--- src/design/sed_pkg.sv ---
`default_nettype none
package sed_pkg;

  // bytes sent ahead of a failed escape
  typedef enum logic [2:0] {
    PRE_NONE,
    PRE_BS_X,
    PRE_BS_X_H,
    PRE_BS_U,
    PRE_BS_U_BRACE
  } pre_kind_e;

  // bytes that close the handling of one item
  typedef enum logic [2:0] {
    TAIL_NONE,
    TAIL_BYTE,
    TAIL_CHAR,
    TAIL_BS_BYTE,
    TAIL_HEX,
    TAIL_UTF8
  } tail_kind_e;

  typedef enum logic [1:0] {
    EMIT_DIRECT,
    EMIT_PRE,
    EMIT_REP,
    EMIT_TAIL
  } emit_sel_e;

  typedef struct packed {
    logic       load;
    logic       load_first;
    logic       clear_code;
    logic       push_digit;
    pre_kind_e  pre_kind;
    tail_kind_e tail_kind;
    logic       emit;
    emit_sel_e  sel;
    logic [1:0] idx;
    logic       run_last;
    logic       string_end;
  } sed_cmd_t;

  typedef struct packed {
    logic       is_bs;
    logic       is_quote;
    logic       is_esc_char;
    logic       is_x;
    logic       is_u;
    logic       is_lbrace;
    logic       is_rbrace;
    logic       hex_ok;
    logic       grow_ok;
    logic       cnt_nz;
    logic       cp_ok;
    logic [2:0] cp_len;
    logic       rep_at_end;
    logic       out_can_load;
  } sed_stat_t;

endpackage
`default_nettype wire

--- src/design/sed_dp.sv ---
`default_nettype none
module sed_dp #(
  parameter int MAX_HEX_DIGITS = 8
) (
  input  wire logic              clk_i,
  input  wire logic              rst_ni,
  input  wire logic [7:0]        in_byte_i,
  input  wire sed_pkg::sed_cmd_t cmd_i,
  output sed_pkg::sed_stat_t     stat_o,
  output logic                   out_valid_o,
  input  wire logic              out_ready_i,
  output logic [7:0]             out_byte_o,
  output logic                   out_run_last_o,
  output logic                   out_string_end_o
);

  localparam int CntW = $clog2(MAX_HEX_DIGITS + 1);
  localparam int IdxW = (MAX_HEX_DIGITS > 1) ? $clog2(MAX_HEX_DIGITS) : 1;
  localparam logic [20:0] GrowLimit = 21'(32'h10ffff / 32'd16);

  localparam logic [7:0] ChBs     = 8'h5c;
  localparam logic [7:0] ChQuote  = 8'h22;
  localparam logic [7:0] ChN      = 8'h6e;
  localparam logic [7:0] ChT      = 8'h74;
  localparam logic [7:0] ChR      = 8'h72;
  localparam logic [7:0] ChX      = 8'h78;
  localparam logic [7:0] ChU      = 8'h75;
  localparam logic [7:0] ChLbrace = 8'h7b;
  localparam logic [7:0] ChRbrace = 8'h7d;

  function automatic logic [4:0] hex_val(input logic [7:0] c);
    logic [4:0] v;
    v = 5'd16;
    if (c >= 8'h30 && c <= 8'h39) begin
      v = {1'b0, c[3:0]};
    end else if ((c >= 8'h61 && c <= 8'h66) || (c >= 8'h41 && c <= 8'h46)) begin
      v = 5'(c[3:0]) + 5'd9;
    end
    return v;
  endfunction

  logic [7:0]      first_q;
  logic [20:0]     code_q;
  logic [7:0]      store_q [MAX_HEX_DIGITS];
  logic [CntW-1:0] cnt_q;
  logic [IdxW-1:0] rep_ptr_q;
  logic            pre_u_q;
  logic            pre_h_q;
  logic [7:0]      tail_q [4];
  logic            out_valid_q;
  logic [7:0]      out_byte_q;
  logic            out_run_last_q;
  logic            out_string_end_q;

  logic [4:0] hv;
  logic [4:0] first_hv;
  logic [7:0] tail_w [4];
  logic [7:0] pre_byte;
  logic [7:0] esc_char;
  logic [7:0] emit_byte;
  logic       can_load;

  assign hv       = hex_val(in_byte_i);
  assign first_hv = hex_val(first_q);
  assign can_load = !out_valid_q || out_ready_i;

  always_comb begin
    stat_o.is_bs        = (in_byte_i == ChBs);
    stat_o.is_quote     = (in_byte_i == ChQuote);
    stat_o.is_esc_char  = (in_byte_i == ChN) || (in_byte_i == ChT) || (in_byte_i == ChR);
    stat_o.is_x         = (in_byte_i == ChX);
    stat_o.is_u         = (in_byte_i == ChU);
    stat_o.is_lbrace    = (in_byte_i == ChLbrace);
    stat_o.is_rbrace    = (in_byte_i == ChRbrace);
    stat_o.hex_ok       = !hv[4];
    stat_o.grow_ok      = (cnt_q < CntW'(MAX_HEX_DIGITS)) && (code_q <= GrowLimit);
    stat_o.cnt_nz       = (cnt_q != '0);
    stat_o.cp_ok        = !(code_q >= 21'h00d800 && code_q <= 21'h00dfff) &&
                          (code_q <= 21'h10ffff);
    if (code_q <= 21'h00007f) begin
      stat_o.cp_len = 3'd1;
    end else if (code_q <= 21'h0007ff) begin
      stat_o.cp_len = 3'd2;
    end else if (code_q <= 21'h00ffff) begin
      stat_o.cp_len = 3'd3;
    end else begin
      stat_o.cp_len = 3'd4;
    end
    stat_o.rep_at_end   = ((CntW'(rep_ptr_q) + CntW'(1)) == cnt_q);
    stat_o.out_can_load = can_load;
  end

  always_comb begin
    if (in_byte_i == ChN) begin
      esc_char = 8'h0a;
    end else if (in_byte_i == ChT) begin
      esc_char = 8'h09;
    end else begin
      esc_char = 8'h0d;
    end
  end

  always_comb begin
    tail_w[0] = in_byte_i;
    tail_w[1] = in_byte_i;
    tail_w[2] = 8'h00;
    tail_w[3] = 8'h00;
    unique case (cmd_i.tail_kind)
      sed_pkg::TAIL_CHAR: begin
        tail_w[0] = esc_char;
      end
      sed_pkg::TAIL_BS_BYTE: begin
        tail_w[0] = ChBs;
        tail_w[1] = in_byte_i;
      end
      sed_pkg::TAIL_HEX: begin
        tail_w[0] = {first_hv[3:0], hv[3:0]};
      end
      sed_pkg::TAIL_UTF8: begin
        if (code_q <= 21'h00007f) begin
          tail_w[0] = {1'b0, code_q[6:0]};
        end else if (code_q <= 21'h0007ff) begin
          tail_w[0] = {3'b110, code_q[10:6]};
          tail_w[1] = {2'b10, code_q[5:0]};
        end else if (code_q <= 21'h00ffff) begin
          tail_w[0] = {4'b1110, code_q[15:12]};
          tail_w[1] = {2'b10, code_q[11:6]};
          tail_w[2] = {2'b10, code_q[5:0]};
        end else begin
          tail_w[0] = {5'b11110, code_q[20:18]};
          tail_w[1] = {2'b10, code_q[17:12]};
          tail_w[2] = {2'b10, code_q[11:6]};
          tail_w[3] = {2'b10, code_q[5:0]};
        end
      end
      default: begin
      end
    endcase
  end

  always_comb begin
    unique case (cmd_i.idx)
      2'd0:    pre_byte = ChBs;
      2'd1:    pre_byte = pre_u_q ? ChU : ChX;
      default: pre_byte = pre_h_q ? first_q : ChLbrace;
    endcase
  end

  always_comb begin
    unique case (cmd_i.sel)
      sed_pkg::EMIT_DIRECT: emit_byte = tail_w[0];
      sed_pkg::EMIT_PRE:    emit_byte = pre_byte;
      sed_pkg::EMIT_REP:    emit_byte = store_q[rep_ptr_q];
      sed_pkg::EMIT_TAIL:   emit_byte = tail_q[cmd_i.idx];
    endcase
  end

  // control side of the datapath
  always_ff @(posedge clk_i or negedge rst_ni) begin
    if (!rst_ni) begin
      first_q     <= '0;
      code_q      <= '0;
      cnt_q       <= '0;
      rep_ptr_q   <= '0;
      out_valid_q <= 1'b0;
    end else begin
      if (cmd_i.load_first) begin
        first_q <= in_byte_i;
      end
      if (cmd_i.clear_code) begin
        code_q <= '0;
        cnt_q  <= '0;
      end else if (cmd_i.push_digit) begin
        code_q <= {code_q[16:0], hv[3:0]};
        cnt_q  <= cnt_q + CntW'(1);
      end
      if (cmd_i.load) begin
        rep_ptr_q <= '0;
      end else if (cmd_i.emit && cmd_i.sel == sed_pkg::EMIT_REP) begin
        rep_ptr_q <= rep_ptr_q + IdxW'(1);
      end
      if (cmd_i.emit) begin
        out_valid_q <= 1'b1;
      end else if (out_ready_i) begin
        out_valid_q <= 1'b0;
      end
    end
  end

  always_ff @(posedge clk_i) begin
    if (cmd_i.push_digit) begin
      store_q[cnt_q[IdxW-1:0]] <= in_byte_i;
    end
    if (cmd_i.load) begin
      pre_u_q <= (cmd_i.pre_kind == sed_pkg::PRE_BS_U) ||
                 (cmd_i.pre_kind == sed_pkg::PRE_BS_U_BRACE);
      pre_h_q <= (cmd_i.pre_kind == sed_pkg::PRE_BS_X_H);
      tail_q  <= tail_w;
    end
    if (cmd_i.emit) begin
      out_byte_q       <= emit_byte;
      out_run_last_q   <= cmd_i.run_last;
      out_string_end_q <= cmd_i.string_end;
    end
  end

  assign out_valid_o      = out_valid_q;
  assign out_byte_o       = out_byte_q;
  assign out_run_last_o   = out_run_last_q;
  assign out_string_end_o = out_string_end_q;

endmodule
`default_nettype wire

--- src/design/sed_ctrl.sv ---
`default_nettype none
module sed_ctrl (
  input  wire logic               clk_i,
  input  wire logic               rst_ni,
  input  wire logic               in_valid_i,
  input  wire logic               in_last_i,
  output logic                    in_ready_o,
  input  wire sed_pkg::sed_stat_t stat_i,
  output sed_pkg::sed_cmd_t       cmd_o
);

  typedef enum logic [2:0] {
    MODE_NORMAL,
    MODE_ESCAPE,
    MODE_X_FIRST,
    MODE_X_SECOND,
    MODE_U_OPEN,
    MODE_U_DIGITS
  } mode_e;

  typedef enum logic [1:0] {
    S_IDLE,
    S_PRE,
    S_REP,
    S_TAIL
  } state_e;

  state_e     state_q, state_d;
  mode_e      mode_q, mode_d;
  logic [1:0] pre_n_q, pre_n_d;
  logic [2:0] tail_n_q, tail_n_d;
  logic       has_rep_q, has_rep_d;
  logic       last_q, last_d;
  logic [1:0] idx_q, idx_d;

  logic                acc;
  mode_e               dec_mode;
  sed_pkg::pre_kind_e  pre_kind;
  sed_pkg::tail_kind_e tail_kind;
  logic                plain_esc;
  logic                dec_rep;
  logic                dec_first;
  logic                dec_clear;
  logic                dec_push;
  logic [1:0]          pre_n;
  logic [2:0]          tail_n;
  logic                fin;

  assign in_ready_o = (state_q == S_IDLE) && stat_i.out_can_load;
  assign acc        = in_ready_o && in_valid_i;
  // a backslash that is not the final byte opens an escape, unless it is itself escaped
  assign plain_esc  = stat_i.is_bs && !in_last_i;

  always_comb begin
    dec_mode  = plain_esc ? MODE_ESCAPE : MODE_NORMAL;
    pre_kind  = sed_pkg::PRE_NONE;
    tail_kind = plain_esc ? sed_pkg::TAIL_NONE : sed_pkg::TAIL_BYTE;
    dec_rep   = 1'b0;
    dec_first = 1'b0;
    dec_clear = 1'b0;
    dec_push  = 1'b0;
    unique case (mode_q)
      MODE_ESCAPE: begin
        dec_mode = MODE_NORMAL;
        if (stat_i.is_esc_char) begin
          tail_kind = sed_pkg::TAIL_CHAR;
        end else if (stat_i.is_bs || stat_i.is_quote) begin
          tail_kind = sed_pkg::TAIL_BYTE;
        end else if ((stat_i.is_x || stat_i.is_u) && !in_last_i) begin
          tail_kind = sed_pkg::TAIL_NONE;
          dec_mode  = stat_i.is_x ? MODE_X_FIRST : MODE_U_OPEN;
        end else begin
          tail_kind = sed_pkg::TAIL_BS_BYTE;
        end
      end
      MODE_X_FIRST: begin
        if (stat_i.hex_ok && !in_last_i) begin
          dec_first = 1'b1;
          dec_mode  = MODE_X_SECOND;
          tail_kind = sed_pkg::TAIL_NONE;
        end else begin
          pre_kind = sed_pkg::PRE_BS_X;
        end
      end
      MODE_X_SECOND: begin
        if (stat_i.hex_ok) begin
          dec_mode  = MODE_NORMAL;
          tail_kind = sed_pkg::TAIL_HEX;
        end else begin
          pre_kind = sed_pkg::PRE_BS_X_H;
        end
      end
      MODE_U_OPEN: begin
        if (stat_i.is_lbrace && !in_last_i) begin
          dec_clear = 1'b1;
          dec_mode  = MODE_U_DIGITS;
          tail_kind = sed_pkg::TAIL_NONE;
        end else begin
          pre_kind = sed_pkg::PRE_BS_U;
        end
      end
      MODE_U_DIGITS: begin
        if (stat_i.is_rbrace && stat_i.cnt_nz && stat_i.cp_ok) begin
          dec_mode  = MODE_NORMAL;
          tail_kind = sed_pkg::TAIL_UTF8;
        end else if (stat_i.hex_ok && !in_last_i && stat_i.grow_ok) begin
          dec_push  = 1'b1;
          dec_mode  = MODE_U_DIGITS;
          tail_kind = sed_pkg::TAIL_NONE;
        end else begin
          // failed code point: replay what was held, then decode this byte afresh
          pre_kind = sed_pkg::PRE_BS_U_BRACE;
          dec_rep  = stat_i.cnt_nz;
        end
      end
      default: begin
      end
    endcase
  end

  always_comb begin
    unique case (pre_kind)
      sed_pkg::PRE_BS_X, sed_pkg::PRE_BS_U:         pre_n = 2'd2;
      sed_pkg::PRE_BS_X_H, sed_pkg::PRE_BS_U_BRACE: pre_n = 2'd3;
      default:                                      pre_n = 2'd0;
    endcase
    unique case (tail_kind)
      sed_pkg::TAIL_BYTE, sed_pkg::TAIL_CHAR, sed_pkg::TAIL_HEX: tail_n = 3'd1;
      sed_pkg::TAIL_BS_BYTE:                                     tail_n = 3'd2;
      sed_pkg::TAIL_UTF8:                                        tail_n = stat_i.cp_len;
      default:                                                   tail_n = 3'd0;
    endcase
  end

  always_comb begin
    state_d   = state_q;
    mode_d    = mode_q;
    pre_n_d   = pre_n_q;
    tail_n_d  = tail_n_q;
    has_rep_d = has_rep_q;
    last_d    = last_q;
    idx_d     = idx_q;
    fin       = 1'b0;
    cmd_o     = '0;
    cmd_o.pre_kind  = pre_kind;
    cmd_o.tail_kind = tail_kind;
    cmd_o.sel       = sed_pkg::EMIT_DIRECT;
    cmd_o.idx       = idx_q;
    unique case (state_q)
      S_IDLE: begin
        if (acc) begin
          mode_d           = dec_mode;
          pre_n_d          = pre_n;
          tail_n_d         = tail_n;
          has_rep_d        = dec_rep;
          last_d           = in_last_i;
          idx_d            = 2'd0;
          cmd_o.load       = 1'b1;
          cmd_o.load_first = dec_first;
          cmd_o.clear_code = dec_clear;
          cmd_o.push_digit = dec_push;
          if (pre_n == 2'd0 && !dec_rep && tail_n == 3'd1) begin
            // a lone result goes straight to the output register
            cmd_o.emit       = 1'b1;
            cmd_o.sel        = sed_pkg::EMIT_DIRECT;
            cmd_o.run_last   = 1'b1;
            cmd_o.string_end = in_last_i;
          end else if (pre_n != 2'd0) begin
            state_d = S_PRE;
          end else if (dec_rep) begin
            state_d = S_REP;
          end else if (tail_n != 3'd0) begin
            state_d = S_TAIL;
          end
        end
      end
      S_PRE: begin
        if (stat_i.out_can_load) begin
          fin            = (idx_q == pre_n_q - 2'd1);
          cmd_o.emit     = 1'b1;
          cmd_o.sel      = sed_pkg::EMIT_PRE;
          cmd_o.run_last = fin && !has_rep_q && (tail_n_q == 3'd0);
          idx_d          = idx_q + 2'd1;
          if (fin) begin
            idx_d = 2'd0;
            if (has_rep_q) begin
              state_d = S_REP;
            end else if (tail_n_q != 3'd0) begin
              state_d = S_TAIL;
            end else begin
              state_d = S_IDLE;
            end
          end
        end
      end
      S_REP: begin
        if (stat_i.out_can_load) begin
          fin            = stat_i.rep_at_end;
          cmd_o.emit     = 1'b1;
          cmd_o.sel      = sed_pkg::EMIT_REP;
          cmd_o.run_last = fin && (tail_n_q == 3'd0);
          if (fin) begin
            idx_d   = 2'd0;
            state_d = (tail_n_q != 3'd0) ? S_TAIL : S_IDLE;
          end
        end
      end
      S_TAIL: begin
        if (stat_i.out_can_load) begin
          fin            = ({1'b0, idx_q} == tail_n_q - 3'd1);
          cmd_o.emit     = 1'b1;
          cmd_o.sel      = sed_pkg::EMIT_TAIL;
          cmd_o.run_last = fin;
          idx_d          = idx_q + 2'd1;
          if (fin) begin
            state_d = S_IDLE;
          end
        end
      end
    endcase
    if (state_q != S_IDLE) begin
      cmd_o.string_end = cmd_o.run_last && last_q;
    end
  end

  always_ff @(posedge clk_i or negedge rst_ni) begin
    if (!rst_ni) begin
      state_q   <= S_IDLE;
      mode_q    <= MODE_NORMAL;
      pre_n_q   <= '0;
      tail_n_q  <= '0;
      has_rep_q <= 1'b0;
      last_q    <= 1'b0;
      idx_q     <= '0;
    end else begin
      state_q   <= state_d;
      mode_q    <= mode_d;
      pre_n_q   <= pre_n_d;
      tail_n_q  <= tail_n_d;
      has_rep_q <= has_rep_d;
      last_q    <= last_d;
      idx_q     <= idx_d;
    end
  end

endmodule
`default_nettype wire

--- src/design/string_escape_decoder.sv ---
// a lone result goes to the output register in the cycle after its item is accepted;
// the first of several results passes the sequencer state, then the output register
// an item with no result, or a lone plain or decoded byte, leaves the decoder idle for the next byte;
// an item with n > 1 results, or with a held escape prefix, holds off new input until all are sent,
// since the single output register sends one decoded byte per cycle while the output is not stalled
// reset: rst_ni clears the decode mode, sequencer and output valid at once;
// the held digit bytes are not reset
`default_nettype none
module string_escape_decoder #(
  parameter int MAX_HEX_DIGITS = 8
) (
  input  wire logic       clk_i,
  input  wire logic       rst_ni,
  input  wire logic       s_axis_tvalid_i,
  output logic            s_axis_tready_o,
  input  wire logic [7:0] s_axis_tdata_i,  // in_byte
  input  wire logic       s_axis_tlast_i,  // in_last
  output logic            m_axis_tvalid_o,
  input  wire logic       m_axis_tready_i,
  output logic [7:0]      m_axis_tdata_o,  // out_byte
  output logic            m_axis_tlast_o,  // run_last
  output logic            m_axis_tuser_o   // string_end
);

  sed_pkg::sed_cmd_t  cmd;
  sed_pkg::sed_stat_t stat;

  sed_ctrl u_ctrl (
    .clk_i      (clk_i),
    .rst_ni     (rst_ni),
    .in_valid_i (s_axis_tvalid_i),
    .in_last_i  (s_axis_tlast_i),
    .in_ready_o (s_axis_tready_o),
    .stat_i     (stat),
    .cmd_o      (cmd)
  );

  sed_dp #(
    .MAX_HEX_DIGITS (MAX_HEX_DIGITS)
  ) u_dp (
    .clk_i            (clk_i),
    .rst_ni           (rst_ni),
    .in_byte_i        (s_axis_tdata_i),
    .cmd_i            (cmd),
    .stat_o           (stat),
    .out_valid_o      (m_axis_tvalid_o),
    .out_ready_i      (m_axis_tready_i),
    .out_byte_o       (m_axis_tdata_o),
    .out_run_last_o   (m_axis_tlast_o),
    .out_string_end_o (m_axis_tuser_o)
  );

`ifndef NO_ASSERTIONS
  // end of string only on the last byte of an item's results
  a_end_on_run_last: assert property (@(posedge clk_i) disable iff (!rst_ni)
    m_axis_tvalid_o |-> (!m_axis_tuser_o || m_axis_tlast_o))
    else $error("string end flagged on a byte that is not run last");

  // the final byte of a string always yields output before the next item
  a_last_gives_result: assert property (@(posedge clk_i) disable iff (!rst_ni)
    (s_axis_tvalid_i && s_axis_tready_o && s_axis_tlast_i) |=>
      (!s_axis_tready_o || m_axis_tvalid_o))
    else $error("final byte of string produced no result");

  // a new emission never overwrites an untaken result
  a_no_overwrite: assert property (@(posedge clk_i) disable iff (!rst_ni)
    cmd.emit |-> stat.out_can_load)
    else $error("output register overwritten while stalled");
`endif

endmodule
`default_nettype wire
--- config.mk ---
export PLATFORM = sky130hd
export DESIGN_NAME = string_escape_decoder
export DESIGN_NICKNAME = d
export VERILOG_FILES = /design/src/design/sed_pkg.sv /design/src/design/sed_dp.sv /design/src/design/sed_ctrl.sv /design/src/design/string_escape_decoder.sv
export SDC_FILE = /design/constraint.sdc
export NUM_CORES = 1
export LEC_CHECK = 0
export BUFFER_PORTS_ARGS = -buffer_cell sky130_fd_sc_hd__buf_2
export CORE_MARGIN = 2
export CORE_UTILIZATION = 40
export DETAILED_ROUTE_END_ITERATION = 7
export HOLD_SLACK_MARGIN = 0.08
export PLACE_DENSITY = 0.68
export SLEW_MARGIN = 30
export SYNTH_ARGS = -nofsm -noshare
export SYNTH_HDL_FRONTEND = slang
export SYNTH_SLANG_ARGS = --single-unit
--- constraint.sdc ---
create_clock -name clk_i -period 3.55 [get_ports clk_i]
set_input_delay 0.8875 -clock clk_i [delete_from_list [all_inputs] [get_ports clk_i]]
set_output_delay 0.8875 -clock clk_i [all_outputs]
set_load 0.02 [all_outputs]
==> reports/qor.log, run 1 <==
qor: cells_and_area.fraction_of_layout_cells_with_a_size_suffix_above_1 0.219
qor: power_and_ir_drop.leakage 3.65 nW
qor: global_routing.groute.usage.overall 0.205
qor: detailed_routing.via_count 6,310
qor: power_and_ir_drop.power_density 661 nW/µm²
qor: critical_path.critPathLaunchType register
qor: synth.unique_cell_type_count_in_the_yosys_netlist 77
qor: synth.synth_top_cell_by_area sky130_fd_sc_hd__edfxtp_1
qor: placement.place_worst_setup_slack 0.0104 ns
qor: synth.synth_area_leaders sky130_fd_sc_hd__edfxtp_1, sky130_fd_sc_hd__dfrtp_1, sky130_fd_sc_hd__mux4_2, sky130_fd_sc_hd__nand2_1, sky130_fd_sc_hd__a21oi_1
qor: synth.synth_enable_flop_cells 106
qor: cells_and_area.multi_input_comb_area 3530 µm²
qor: detailed_routing.post_drt_wl_per_cell 20.1 µm
qor: critical_path.timing.critical_path.slowest_stage_cell sky130_fd_sc_hd__or4_1
qor: clocking.tritoncts_clock_tree built
qor: timing.max_freq 323 MHz
qor: clocking.sink_count_of_the_clock_tree 157
qor: cells_and_area.layout.core_utilization 0.479
qor: critical_path.timing_worst_setup_path_type reg -> reg
qor: global_routing.global_route_wire_length_before_repair 33,800 µm
qor: timing.tightest_slew 0.778 ns
qor: synth.post_synth_instance_area 8210 µm²
qor: critical_path.crit_path_end_kind register
qor: global_routing.via_count_of_the_first_global_routing_pass 5,856
qor: timing.final.period_utilization 0.873
qor: placement.dpl-instance-area 9070 µm²
qor: global_routing.grt_max_degree 43
qor: run_status.status finished, final reports clean
qor: synth.most_frequent_cells_after_synthesis sky130_fd_sc_hd__edfxtp_1, sky130_fd_sc_hd__nand2_1, sky130_fd_sc_hd__nor2_1
qor: detailed_routing.drcViolationCount 0
qor: synth.ys_warnings 0
qor: synth.yosys.cell_count.top_type sky130_fd_sc_hd__edfxtp_1
qor: clocking.clock_latency 0.44 ns
qor: floorplanning.num_rows 52
qor: critical_path.timing.critical_path.cells or4_1 > a2111o_1 > or4_4 > nor2_1 > nand2_2 > buf_4 > o41ai_1
qor: synth.sequential_share_of_the_synthesized_area 0.543
qor: synth.synth-main-ff-cell sky130_fd_sc_hd__edfxtp_1
qor: synth.post-synth-top-area-fraction 0.388
qor: power_and_ir_drop.p_sw_frac 0.344
qor: floorplanning.core_area 20,200 µm²
qor: placement.placement.io_buffers 24
qor: clocking.cts.reportedPaths.clkPinSlew 0.07 ns
qor: detailed_routing.drt_first_iter_violations 688
qor: global_routing.antenna_found_initial 0
qor: timing.timing.final.max_slew_violations 0
qor: timing.slew_headroom 0.482
qor: critical_path.critPathArrivalTime 3.40 ns
qor: floorplanning.die_area 21,700 µm²
qor: cells_and_area.final_cells 1,086
qor: floorplanning.die_x 147 µm
qor: cells_and_area.finish.net_count 830
qor: synth.syn-num-nets 759
qor: clocking.ctsHtreeMaxLevel 4
qor: critical_path.cpPeakStageDelay 0.59 ns
qor: power_and_ir_drop.p_clk_frac 0.286
qor: placement.placed_cells_incl_taps 1,054
qor: cells_and_area.fill_cells 1,803
qor: power_and_ir_drop.combPwrFrac 0.323
qor: power_and_ir_drop.net_switching_power_of_the_design 0.00219 W
qor: timing.clock_skew 0.00834 ns
qor: critical_path.worstPathMaxFanout 15
qor: cells_and_area.seq_area 4460 µm²
qor: detailed_routing.detail_route.wirelength 21,800 µm
qor: cells_and_area.area_growth_syn_to_layout 17.7%
qor: detailed_routing.vias_per_cell 5.81
qor: timing.rsz0062_at_grt no
qor: timing.final_critical_path_setup_slack 0.450 ns
qor: power_and_ir_drop.cell_internal_pwr 0.00419 W
qor: flow_run.drv_cap 0
qor: synth.synthesis.instances 732
qor: placement.dp_hpwl 16,000 µm
qor: hold_path.hold_path_class in -> async
qor: clocking.cts_root_buffer sky130_fd_sc_hd__clkbuf_16
qor: synth.post_synthesis_average_cell_area 11.2 µm²
qor: timing.hold_violations 0
qor: floorplanning.fp.dieH 147 µm
qor: timing.period_needed 3.10 ns
qor: clocking.postCtsSetupBuffers 0
qor: clocking.tritoncts.num_buffers 17
qor: cells_and_area.n_antenna_cell 0
qor: synth.ys_seq_elements 157
qor: placement.gpl.final_weighted_congestion 0.913
qor: synth.synth-async-reset-ratio 0.325
qor: clocking.cts-resized-gates 0
qor: power_and_ir_drop.seqPwrFrac 0.391
qor: floorplanning.start_util 0.407
qor: power_and_ir_drop.max-vdd-ir-drop 302 µV
qor: detailed_routing.drtPass1Iterations 6
qor: timing.finalSetupViolCount 0
qor: floorplanning.io_pins 25
qor: clocking.clk_path_buf_depth 2
qor: global_routing.grt_overflow 0
qor: cells_and_area.post-route-cell-area 9670 µm²
qor: critical_path.worst-path-buf-inv 1
qor: detailed_routing.final_antenna_net_count 0
qor: critical_path.critical_path_required 3.85 ns
qor: clocking.cts-hold-fix-buffers 0
qor: critical_path.crit_family simple AND/OR/NAND/NOR gates
==> flip-flops by register name, summed over array words and instances, names as in the netlist, 3 cells and up <==
register and cells:
u_dp.out_byte_o 8, u_ctrl.tail_n_q 3, u_dp.store_q 64, u_dp.cnt_q 4
u_ctrl.mode_q 3, u_dp.rep_ptr_q 3, u_dp.tail_q 30, u_dp.code_q 21
u_dp.first_q 8
==> power by group through the flow <==
| stage | combinational (W) | clock, W | sequential [W] |
|---|---|---|---|
| floorplan | 0.00146 | 0 | 0.00242 |
| global placement | 0.00202 | 0 | 0.00254 |
| detailed placement | 0.00204 | 0 | 0.00253 |
| CTS | 0.00205 | 0.00184 | 0.00250 |
| global route | 0.00222 | 0.00193 | 0.00253 |
| finish | 0.00207 | 0.00182 | 0.00250 |
==> cell type report <==
cell class | count | share of cell area
well taps | 270 | 0.0350
repair buffers | 92 | 0.0681
multi-input cells | 510 | 0.365
clock inverters | 15 | 0.0167
clock buffers | 17 | 0.0440
inverters | 25 | 0.00971
flip-flops and latches | 157 | 0.461
==> routing by layer <==
metal	vias up	track usage	wire length [µm]	share of wire
met5	-	0	0	0
met4	0	0.0702	653	0.030
met3	34	0.0373	1440	0.066
met2	248	0.329	10300	0.47
met1	3117	0.283	9370	0.43
li1	2911	-	-	-
==> logic make-up (layout without fill, tap and decap cells) <==
group / Yosys count / count (layout) / share of synthesized area
XOR/XNOR: 12 / 12 / 0.0128
flip-flops: 157 / 157 / 0.543
buffers and inverters: 65 / 149 / 0.0320
adder cells (fa/ha/maj): 14 / 14 / 0.0213
multiplexers: 43 / 43 / 0.0895
AND/OR/NAND/NOR: 272 / 272 / 0.169
AO/OA/AOI/OAI: 169 / 169 / 0.132
==> worst register-to-register path, cell delays in order, from the launching register on <==
cell and delay (ns):
sky130_fd_sc_hd__dfrtp_1 0.44, sky130_fd_sc_hd__or4_1 0.59, sky130_fd_sc_hd__a2111o_1 0.51, sky130_fd_sc_hd__or4_4 0.47, sky130_fd_sc_hd__nor2_1 0.19, sky130_fd_sc_hd__nand2_2 0.17, sky130_fd_sc_hd__buf_4 0.25, sky130_fd_sc_hd__o41ai_1 0.35
==> final timing paths <==
| check | start | cells after the start | slack [ns] | end |
|---|---|---|---|---|
| worst max-delay path | u_dp.code_q[15] | 7 | 0.45 | u_dp.code_q[2] |
| worst max register to register | u_dp.code_q[15] | 7 | 0.45 | u_dp.code_q[2] |
| max in group asynchronous | rst_ni | 2 | 2.58 | u_dp.code_q[8] |
| min in group clk_i | u_ctrl.pre_n_q[1] | 2 | 0.51 | u_ctrl.pre_n_q[1] |
| worst min register to register | u_ctrl.pre_n_q[1] | 2 | 0.51 | u_ctrl.pre_n_q[1] |
| worst min-delay path | rst_ni | 1 | 0.45 | u_ctrl.state_q[1] |
==> placed cells by master, fill, tap and decap left out, drive strengths merged, types with 11 or more instances in the layout <==
master	count
a31oi	12
nor2b	11
nand2	91
clkbuf	17
a21oi	51
o21ai	38
dfrtp	51
nand3	19
mux4	23
mux2	13
ha	14
inv	29
edfxtp	106
buf	92
nor3	19
nor2	57
==> through the flow <==
| step | setup TNS [ns] | hold WS (ns) | power [W] |
|---|---|---|---|
| 4_1_cts | 0 | 0.476 | 0.00639 |
| 3_5_place_dp | 0 | 0.496 | 0.00457 |
| 3_3_place_gp | 0 | 0.485 | 0.00456 |
| 5_1_grt | 0 | 0.492 | 0.00668 |
| 2_1_floorplan | -4.35 | 0.470 | 0.00388 |
| 6_report | 0 | 0.450 | 0.00639 |
Power figures use the tool's default switching activity.
==> run 2, diff against run 1 <==
--- a/config.mk
+++ b/config.mk
@@ -5,12 +5,13 @@
 export SDC_FILE = /design/constraint.sdc
 export NUM_CORES = 1
 export LEC_CHECK = 0
-export BUFFER_PORTS_ARGS = -buffer_cell sky130_fd_sc_hd__buf_2
 export CORE_MARGIN = 2
 export CORE_UTILIZATION = 40
 export DETAILED_ROUTE_END_ITERATION = 7
+export DONT_BUFFER_PORTS = 1
 export HOLD_SLACK_MARGIN = 0.08
-export PLACE_DENSITY = 0.68
+export PLACE_DENSITY = 0.67
+export REMOVE_ABC_BUFFERS = 1
 export SLEW_MARGIN = 30
 export SYNTH_ARGS = -nofsm -noshare
 export SYNTH_HDL_FRONTEND = slang
==> reports/qor.log, run 2 (synthesized netlist as in run 1, its figures left out) <==
qor: clocking.sink_count_of_the_clock_tree 157 [unchanged]
qor: clocking.tritoncts.num_buffers 17 [unchanged]
qor: critical_path.crit_path_start u_dp.code_q[19]
qor: detailed_routing.final_antenna_net_count 0 [unchanged]
qor: timing.finalSetupViolCount 0 [unchanged]
qor: placement.placement.io_buffers 0 [-100%]
qor: cells_and_area.multi_input_comb_area 3490 µm² [-1.2%]
qor: clocking.cts.reportedPaths.clkPinSlew 0.07 ns [about the same]
qor: floorplanning.die_x 147 µm [unchanged]
qor: cells_and_area.seq_area 4460 µm² [unchanged]
qor: power_and_ir_drop.max-vdd-ir-drop 347 µV [+15%]
qor: floorplanning.num_rows 52 [unchanged]
qor: detailed_routing.via_count 6,105 [-3.2%]
qor: clocking.postCtsSetupBuffers 0 [unchanged]
qor: timing.slew_headroom 0.444 [-0.0373]
qor: detailed_routing.wl_met3 1420 µm [-1.3%]
qor: power_and_ir_drop.leakage 3.44 nW [-5.9%]
qor: cells_and_area.layout.core_utilization 0.462 [-0.0174]
qor: critical_path.most_prevalent_standard_cell_on_the_critical_path sky130_fd_sc_hd__buf_4
qor: timing.timing.final.max_slew_violations 0 [unchanged]
qor: critical_path.cpPeakStageDelay 0.62 ns [+0.03 ns]
qor: placement.dp_hpwl 15,500 µm [-3.0%]
qor: critical_path.timing.critical_path.cells o41ai_1 > or4b_1 > buf_4 > o211a_1 > o2bb2ai_1 > nand2_1 > o21ai_0 > buf_4
qor: timing.final.hold.worst_slack 0.133 ns [-0.317 ns]
qor: clocking.cts-hold-fix-buffers 0 [unchanged]
qor: hold_path.hold_path_class in -> async
qor: detailed_routing.vias_per_cell 5.87 [+1.0%]
qor: cells_and_area.fill_cells 1,805 [+0.11%]
qor: detailed_routing.wl_met1 9400 µm [+0.35%]
qor: cells_and_area.flip_flop_count_of_the_largest_register_after_layout 64 [unchanged]
qor: timing.hold_violations 0 [unchanged]
qor: timing.tightest_slew 0.832 ns [+0.0541 ns]
qor: global_routing.antenna_found_initial 0 [unchanged]
qor: detailed_routing.post_drt_wl_per_cell 20.9 µm [+4.1%]
qor: floorplanning.die_area 21,700 µm² [unchanged]
qor: clocking.cts_root_buffer sky130_fd_sc_hd__clkbuf_16
qor: floorplanning.fp.dieH 147 µm [unchanged]
qor: clocking.clock_latency 0.44 ns [about the same]
qor: cells_and_area.post-route-cell-area 9320 µm² [-3.6%]
qor: cells_and_area.fraction_of_layout_cells_with_a_size_suffix_above_1 0.166 [-0.0531]
qor: floorplanning.start_util 0.407 [unchanged]
qor: critical_path.reg2regPathDepth 8 [+1]
qor: detailed_routing.route.met2.wl 10,300 µm [-0.22%]
qor: global_routing.grt_overflow 0 [unchanged]
qor: critical_path.critPathArrivalTime 3.33 ns [-0.07 ns]
qor: cells_and_area.n_antenna_cell 0 [unchanged]
qor: critical_path.worst_r2r_startpoint u_dp.code_q[19]
qor: placement.dpl-instance-area 8720 µm² [-3.8%]
qor: timing.max_freq 314 MHz [-2.5%]
qor: critical_path.crit_path_end_kind register
qor: floorplanning.io_pins 25 [unchanged]
qor: flow_run.drv_cap 0 [unchanged]
qor: critical_path.timing.critical_path.slowest_stage_cell sky130_fd_sc_hd__o41ai_1
qor: detailed_routing.detail_route.wirelength 21,700 µm [-0.35%]
qor: global_routing.grt_max_degree 52 [+21%]
qor: global_routing.via_count_of_the_first_global_routing_pass 5,902 [+0.79%]
qor: clocking.clk_path_buf_depth 2 [unchanged]
qor: run_status.status finished, final reports clean
qor: cells_and_area.commonest_cells_after_routing_fill_and_taps_aside sky130_fd_sc_hd__edfxtp_1, sky130_fd_sc_hd__nand2_1, sky130_fd_sc_hd__nor2_1
qor: placement.gpl.final_weighted_congestion 0.912 [about the same]
qor: global_routing.global_route_wire_length_before_repair 34,300 µm [+1.5%]
qor: power_and_ir_drop.power_density 668 nW/µm² [+1.1%]
qor: detailed_routing.drcViolationCount 0 [unchanged]
qor: critical_path.critPathLaunchType register
qor: floorplanning.core_area 20,200 µm² [unchanged]
qor: timing.final.period_utilization 0.896 [+0.0226]
qor: critical_path.worstPathMaxFanout 10 [-5]
qor: detailed_routing.drtPass1Iterations 5 [-1]
qor: cells_and_area.finish.net_count 784 [-5.5%]
qor: timing.rsz0062_at_grt no
qor: cells_and_area.mostFrequentLayoutCell sky130_fd_sc_hd__edfxtp_1
qor: critical_path.critical_path_required 3.70 ns [-0.15 ns]
qor: clocking.cts-resized-gates 0 [unchanged]
qor: timing.period_needed 3.18 ns [+0.0802 ns]
qor: clocking.ctsHtreeMaxLevel 4 [unchanged]
qor: global_routing.groute.usage.overall 0.208 [+0.00284]
qor: critical_path.timing_worst_setup_path_type reg -> reg
qor: detailed_routing.drt_first_iter_violations 570 [-17%]
qor: cells_and_area.area_growth_syn_to_layout 13.5%
qor: detailed_routing.top_layer met4
qor: timing.clock_skew 0.0141 ns [+0.00581 ns]
qor: clocking.tritoncts_clock_tree built
[run 2: cell count changes in the layout (fill, tap and decap cells not counted), sizes merged]
cell,previous run,this run
bufinv,2,0
clkinvlp,1,0
buf,92,46
clkinv,8,6
inv,29,34
[run 2: stage by stage]
stage	instances	setup WS, ns	setup TNS [ns]	power (W)
6_report	1040	0.370	0	0.00622
3_3_place_gp	1008	0.143	0	0.00442
5_1_grt	1040	0.233	0	0.00652
2_1_floorplan	692	-0.751	-38.87	0.00381
4_1_cts	1040	0.454	0	0.00624
3_5_place_dp	1008	0.0924	0	0.00444
[run 2: path summary, 6_finish.rpt]
kind / endpoint / slack, ns
worst max-delay path: u_dp.out_byte_o[2] / 0.37
max in group asynchronous: u_dp.cnt_q[3] / 3.29
worst min-delay path: u_ctrl.tail_n_q[2] / 0.13
worst max register to register: u_dp.out_byte_o[2] / 0.37
worst min register to register: u_ctrl.pre_n_q[1] / 0.51
min in group clk_i: u_ctrl.pre_n_q[1] / 0.51
[run 2: worst max-delay path: cells and delay by family (launching register included)]
kind	cells	cell delay, ns
AOI/OAI and AO/OA	4	1.31
and+or+nand+nor	2	0.73
DFF	1	0.46
buffers and inverters	2	0.39
[run 2: metal layers]
metal / global-route usage / vias up
met5: 0 / -
met1: 0.285 / 3001
met2: 0.328 / 251
met4: 0.0841 / 0
met3: 0.0385 / 34
li1: - / 2819
[run 2: layout make-up]
| cell class | instances | area share |
|---|---|---|
| clock buffer | 17 | 0.0457 |
| clock inverter | 15 | 0.0179 |
| inverter | 25 | 0.0101 |
| multi-input combinational | 510 | 0.374 |
| sequential | 157 | 0.479 |
| tap | 270 | 0.0363 |
| timing repair buffer | 46 | 0.0371 |
[run 2: where the power goes]
part	internal, W	switching, W
combinational	0.000834	0.00102
clock	0.000947	0.000856
sequential	0.00223	0.000336
==> run 3, diff against run 2 <==
--- a/config.mk
+++ b/config.mk
@@ -10,7 +10,7 @@
 export DETAILED_ROUTE_END_ITERATION = 7
 export DONT_BUFFER_PORTS = 1
 export HOLD_SLACK_MARGIN = 0.08
-export PLACE_DENSITY = 0.67
+export PLACE_DENSITY = 0.65
 export REMOVE_ABC_BUFFERS = 1
 export SLEW_MARGIN = 30
 export SYNTH_ARGS = -nofsm -noshare
==> constraint.sdc (replaced) <==
create_clock -name clk_i -period 3.5 [get_ports clk_i]
set_input_delay 0.875 -clock clk_i [delete_from_list [all_inputs] [get_ports clk_i]]
set_output_delay 0.875 -clock clk_i [all_outputs]
set_load 0.02 [all_outputs]
==> reports/qor.log, run 3 (synthesized netlist as in run 1, its figures left out) <==
qor: timing.hold_violations 0 [unchanged]
qor: timing.final.period_utilization 0.926 [+0.0299]
qor: global_routing.global_route_wire_length_before_repair 34,400 µm [+0.40%]
qor: flow_run.drv_cap 0 [unchanged]
qor: floorplanning.core_area 20,200 µm² [unchanged]
qor: clocking.tritoncts.num_buffers 17 [unchanged]
qor: critical_path.critPathLaunchType register
qor: critical_path.timing.critical_path.slowest_stage_cell sky130_fd_sc_hd__o41ai_1
qor: power_and_ir_drop.combPwrFrac 0.297 [about the same]
qor: cells_and_area.flip_flop_count_of_the_largest_register_after_layout 64 [unchanged]
qor: critical_path.crit_path_end_kind register
qor: clocking.postCtsSetupBuffers 0 [unchanged]
qor: clocking.cts-hold-fix-buffers 0 [unchanged]
qor: clocking.ctsHtreeMaxLevel 4 [unchanged]
qor: detailed_routing.drt_first_iter_violations 508 [-11%]
qor: timing.clock_skew 0.0123 ns [-0.00190 ns]
qor: power_and_ir_drop.tot_pwr 0.00639 W [+2.7%]
qor: power_and_ir_drop.seqPwrFrac 0.411 [about the same]
qor: detailed_routing.drtPass1Iterations 5 [unchanged]
qor: timing.max_freq 309 MHz [-1.8%]
qor: critical_path.timing.critical_path.cells o41ai_1 > or4b_1 > nor3_2 > a211o_1 > a41oi_1 > a221o_1
qor: power_and_ir_drop.power_density 683 nW/µm² [+2.2%]
qor: global_routing.via_count_of_the_first_global_routing_pass 5,864 [-0.64%]
qor: timing.final.hold.worst_slack 0.132 ns [-0.00131 ns]
qor: floorplanning.start_util 0.407 [unchanged]
qor: detailed_routing.drcViolationCount 0 [unchanged]
qor: detailed_routing.post_drt_wl_per_cell 21.1 µm [+0.89%]
qor: clocking.cts_root_buffer sky130_fd_sc_hd__clkbuf_16
qor: power_and_ir_drop.cell_internal_pwr 0.00423 W [+5.5%]
qor: timing.finalSetupViolCount 0 [unchanged]
qor: clocking.tritoncts_clock_tree built
qor: detailed_routing.vias_per_cell 5.85 [-0.39%]
qor: timing.rsz0062_at_grt no
qor: clocking.sink_count_of_the_clock_tree 157 [unchanged]
qor: cells_and_area.n_antenna_cell 0 [unchanged]
qor: floorplanning.die_area 21,700 µm² [unchanged]
qor: power_and_ir_drop.net_switching_power_of_the_design 0.00216 W [-2.3%]
qor: placement.placement.io_buffers 0 [unchanged]
qor: power_and_ir_drop.p_sw_frac 0.338 [-0.0175]
qor: cells_and_area.layout.core_utilization 0.464 [+0.00205]
qor: floorplanning.fp.dieH 147 µm [unchanged]
qor: detailed_routing.detail_route.wirelength 22,000 µm [+1.2%]
qor: power_and_ir_drop.leakage 3.46 nW [+0.71%]
qor: timing.timing.final.max_slew_violations 0 [unchanged]
qor: floorplanning.die_x 147 µm [unchanged]
qor: run_status.status finished, final reports clean
qor: floorplanning.io_pins 25 [unchanged]
qor: hold_path.hold_path_class in -> async
qor: global_routing.groute.usage.overall 0.211 [+0.00344]
qor: floorplanning.num_rows 52 [unchanged]
qor: critical_path.worstPathMaxFanout 10 [unchanged]
qor: critical_path.critPathArrivalTime 3.41 ns [+0.08 ns]
qor: cells_and_area.mostFrequentLayoutCell sky130_fd_sc_hd__edfxtp_1
qor: placement.dp_hpwl 15,900 µm [+2.3%]
qor: cells_and_area.area_growth_syn_to_layout 14.0%
qor: placement.gpl.final_weighted_congestion 0.918 [+0.57%]
qor: placement.place_worst_setup_slack 0.0692 ns [-0.0232 ns]
qor: global_routing.grt_max_degree 52 [unchanged]
qor: clocking.clk_path_buf_depth 2 [unchanged]
qor: detailed_routing.final_antenna_net_count 0 [unchanged]
qor: clocking.clock_latency 0.43 ns [about the same]
qor: cells_and_area.commonest_cells_after_routing_fill_and_taps_aside sky130_fd_sc_hd__edfxtp_1, sky130_fd_sc_hd__nand2_1, sky130_fd_sc_hd__nor2_1
qor: detailed_routing.via_count 6,099 [-0.098%]
qor: global_routing.antenna_found_initial 0 [unchanged]
qor: critical_path.timing_worst_setup_path_type reg -> reg
qor: power_and_ir_drop.p_clk_frac 0.292 [+0.002]
qor: power_and_ir_drop.max-vdd-ir-drop 269 µV [-23%]
qor: cells_and_area.finish.net_count 787 [+0.38%]
qor: timing.tightest_slew 0.872 ns [+0.0398 ns]
qor: clocking.cts-resized-gates 0 [unchanged]
qor: critical_path.critical_path_required 3.67 ns [-0.03 ns]
qor: timing.final_critical_path_setup_slack 0.260 ns [-0.110 ns]
qor: critical_path.cpPeakStageDelay 0.70 ns [+0.08 ns]
qor: timing.slew_headroom 0.418 [-0.0266]
qor: timing.setup_tns 0 ns [unchanged]
qor: clocking.cts.reportedPaths.clkPinSlew 0.07 ns [about the same]
qor: global_routing.grt_overflow 0 [unchanged]
qor: cells_and_area.fraction_of_layout_cells_with_a_size_suffix_above_1 0.167 [+0.000649]
qor: timing.period_needed 3.24 ns [+0.0599 ns]
run 3: changes by cell type in the layout (fill, tap and decap cells not counted), sizes merged:
cell and change:
buf +3, inv -6, bufinv +1, clkbuf +5
run 3: power by group through the flow:
stage / sequential, W / clock, W / combinational (W)
floorplan: 0.00262 / 0 / 0.00124
global placement: 0.00266 / 0 / 0.00187
detailed placement: 0.00267 / 0 / 0.00188
CTS: 0.00263 / 0.00188 / 0.00189
global route: 0.00266 / 0.00196 / 0.00207
finish: 0.00262 / 0.00186 / 0.00190
run 3: path summary, 6_finish.rpt:
kind	end	slack [ns]	cells after the start	from
max	u_dp.out_byte_o[6]	0.26	6	u_dp.code_q[19]
min	u_ctrl.pre_n_q[1]	0.13	0	rst_ni
max reg2reg	u_dp.out_byte_o[6]	0.26	6	u_dp.code_q[19]
min reg2reg	u_ctrl.pre_n_q[1]	0.50	2	u_ctrl.pre_n_q[1]
max in group asynchronous	u_dp.code_q[0]	3.26	0	rst_ni
min in group clk_i	u_ctrl.pre_n_q[1]	0.50	2	u_ctrl.pre_n_q[1]
run 3: worst max-delay path, delay by kind of cell (launching register included):
| kind | cells | cell delay (ns) |
|---|---|---|
| AOI/OAI and AO/OA | 4 | 1.70 |
| DFF | 1 | 0.46 |
| and+or+nand+nor | 2 | 0.83 |
run 3: stage by stage:
stage               std cells  area (µm²)
floorplan                 692        8040
global placement         1011        8760
detailed placement       1011        8760
CTS                      1043        9360
global route             1043        9360
finish                   1043        9360
run 3: cell type report:
class | count | area [µm²]
Fill cell | 1835 | 10800
Sequential cell | 157 | 4460
Inverter | 25 | 93.8
Clock buffer | 22 | 497
Multi-Input combinational cell | 510 | 3490
Clock inverter | 10 | 101
Timing Repair Buffer | 49 | 380
Tap cell | 270 | 338
run 3: metal layers:
metal / wire length (µm) / vias up / global-route usage
met3: 1200 / 47 / 0.0404
met2: 10200 / 216 / 0.334
met5: 0 / - / 0
met1: 9920 / 3016 / 0.292
li1: - / 2820 / -
met4: 623 / 0 / 0.0760
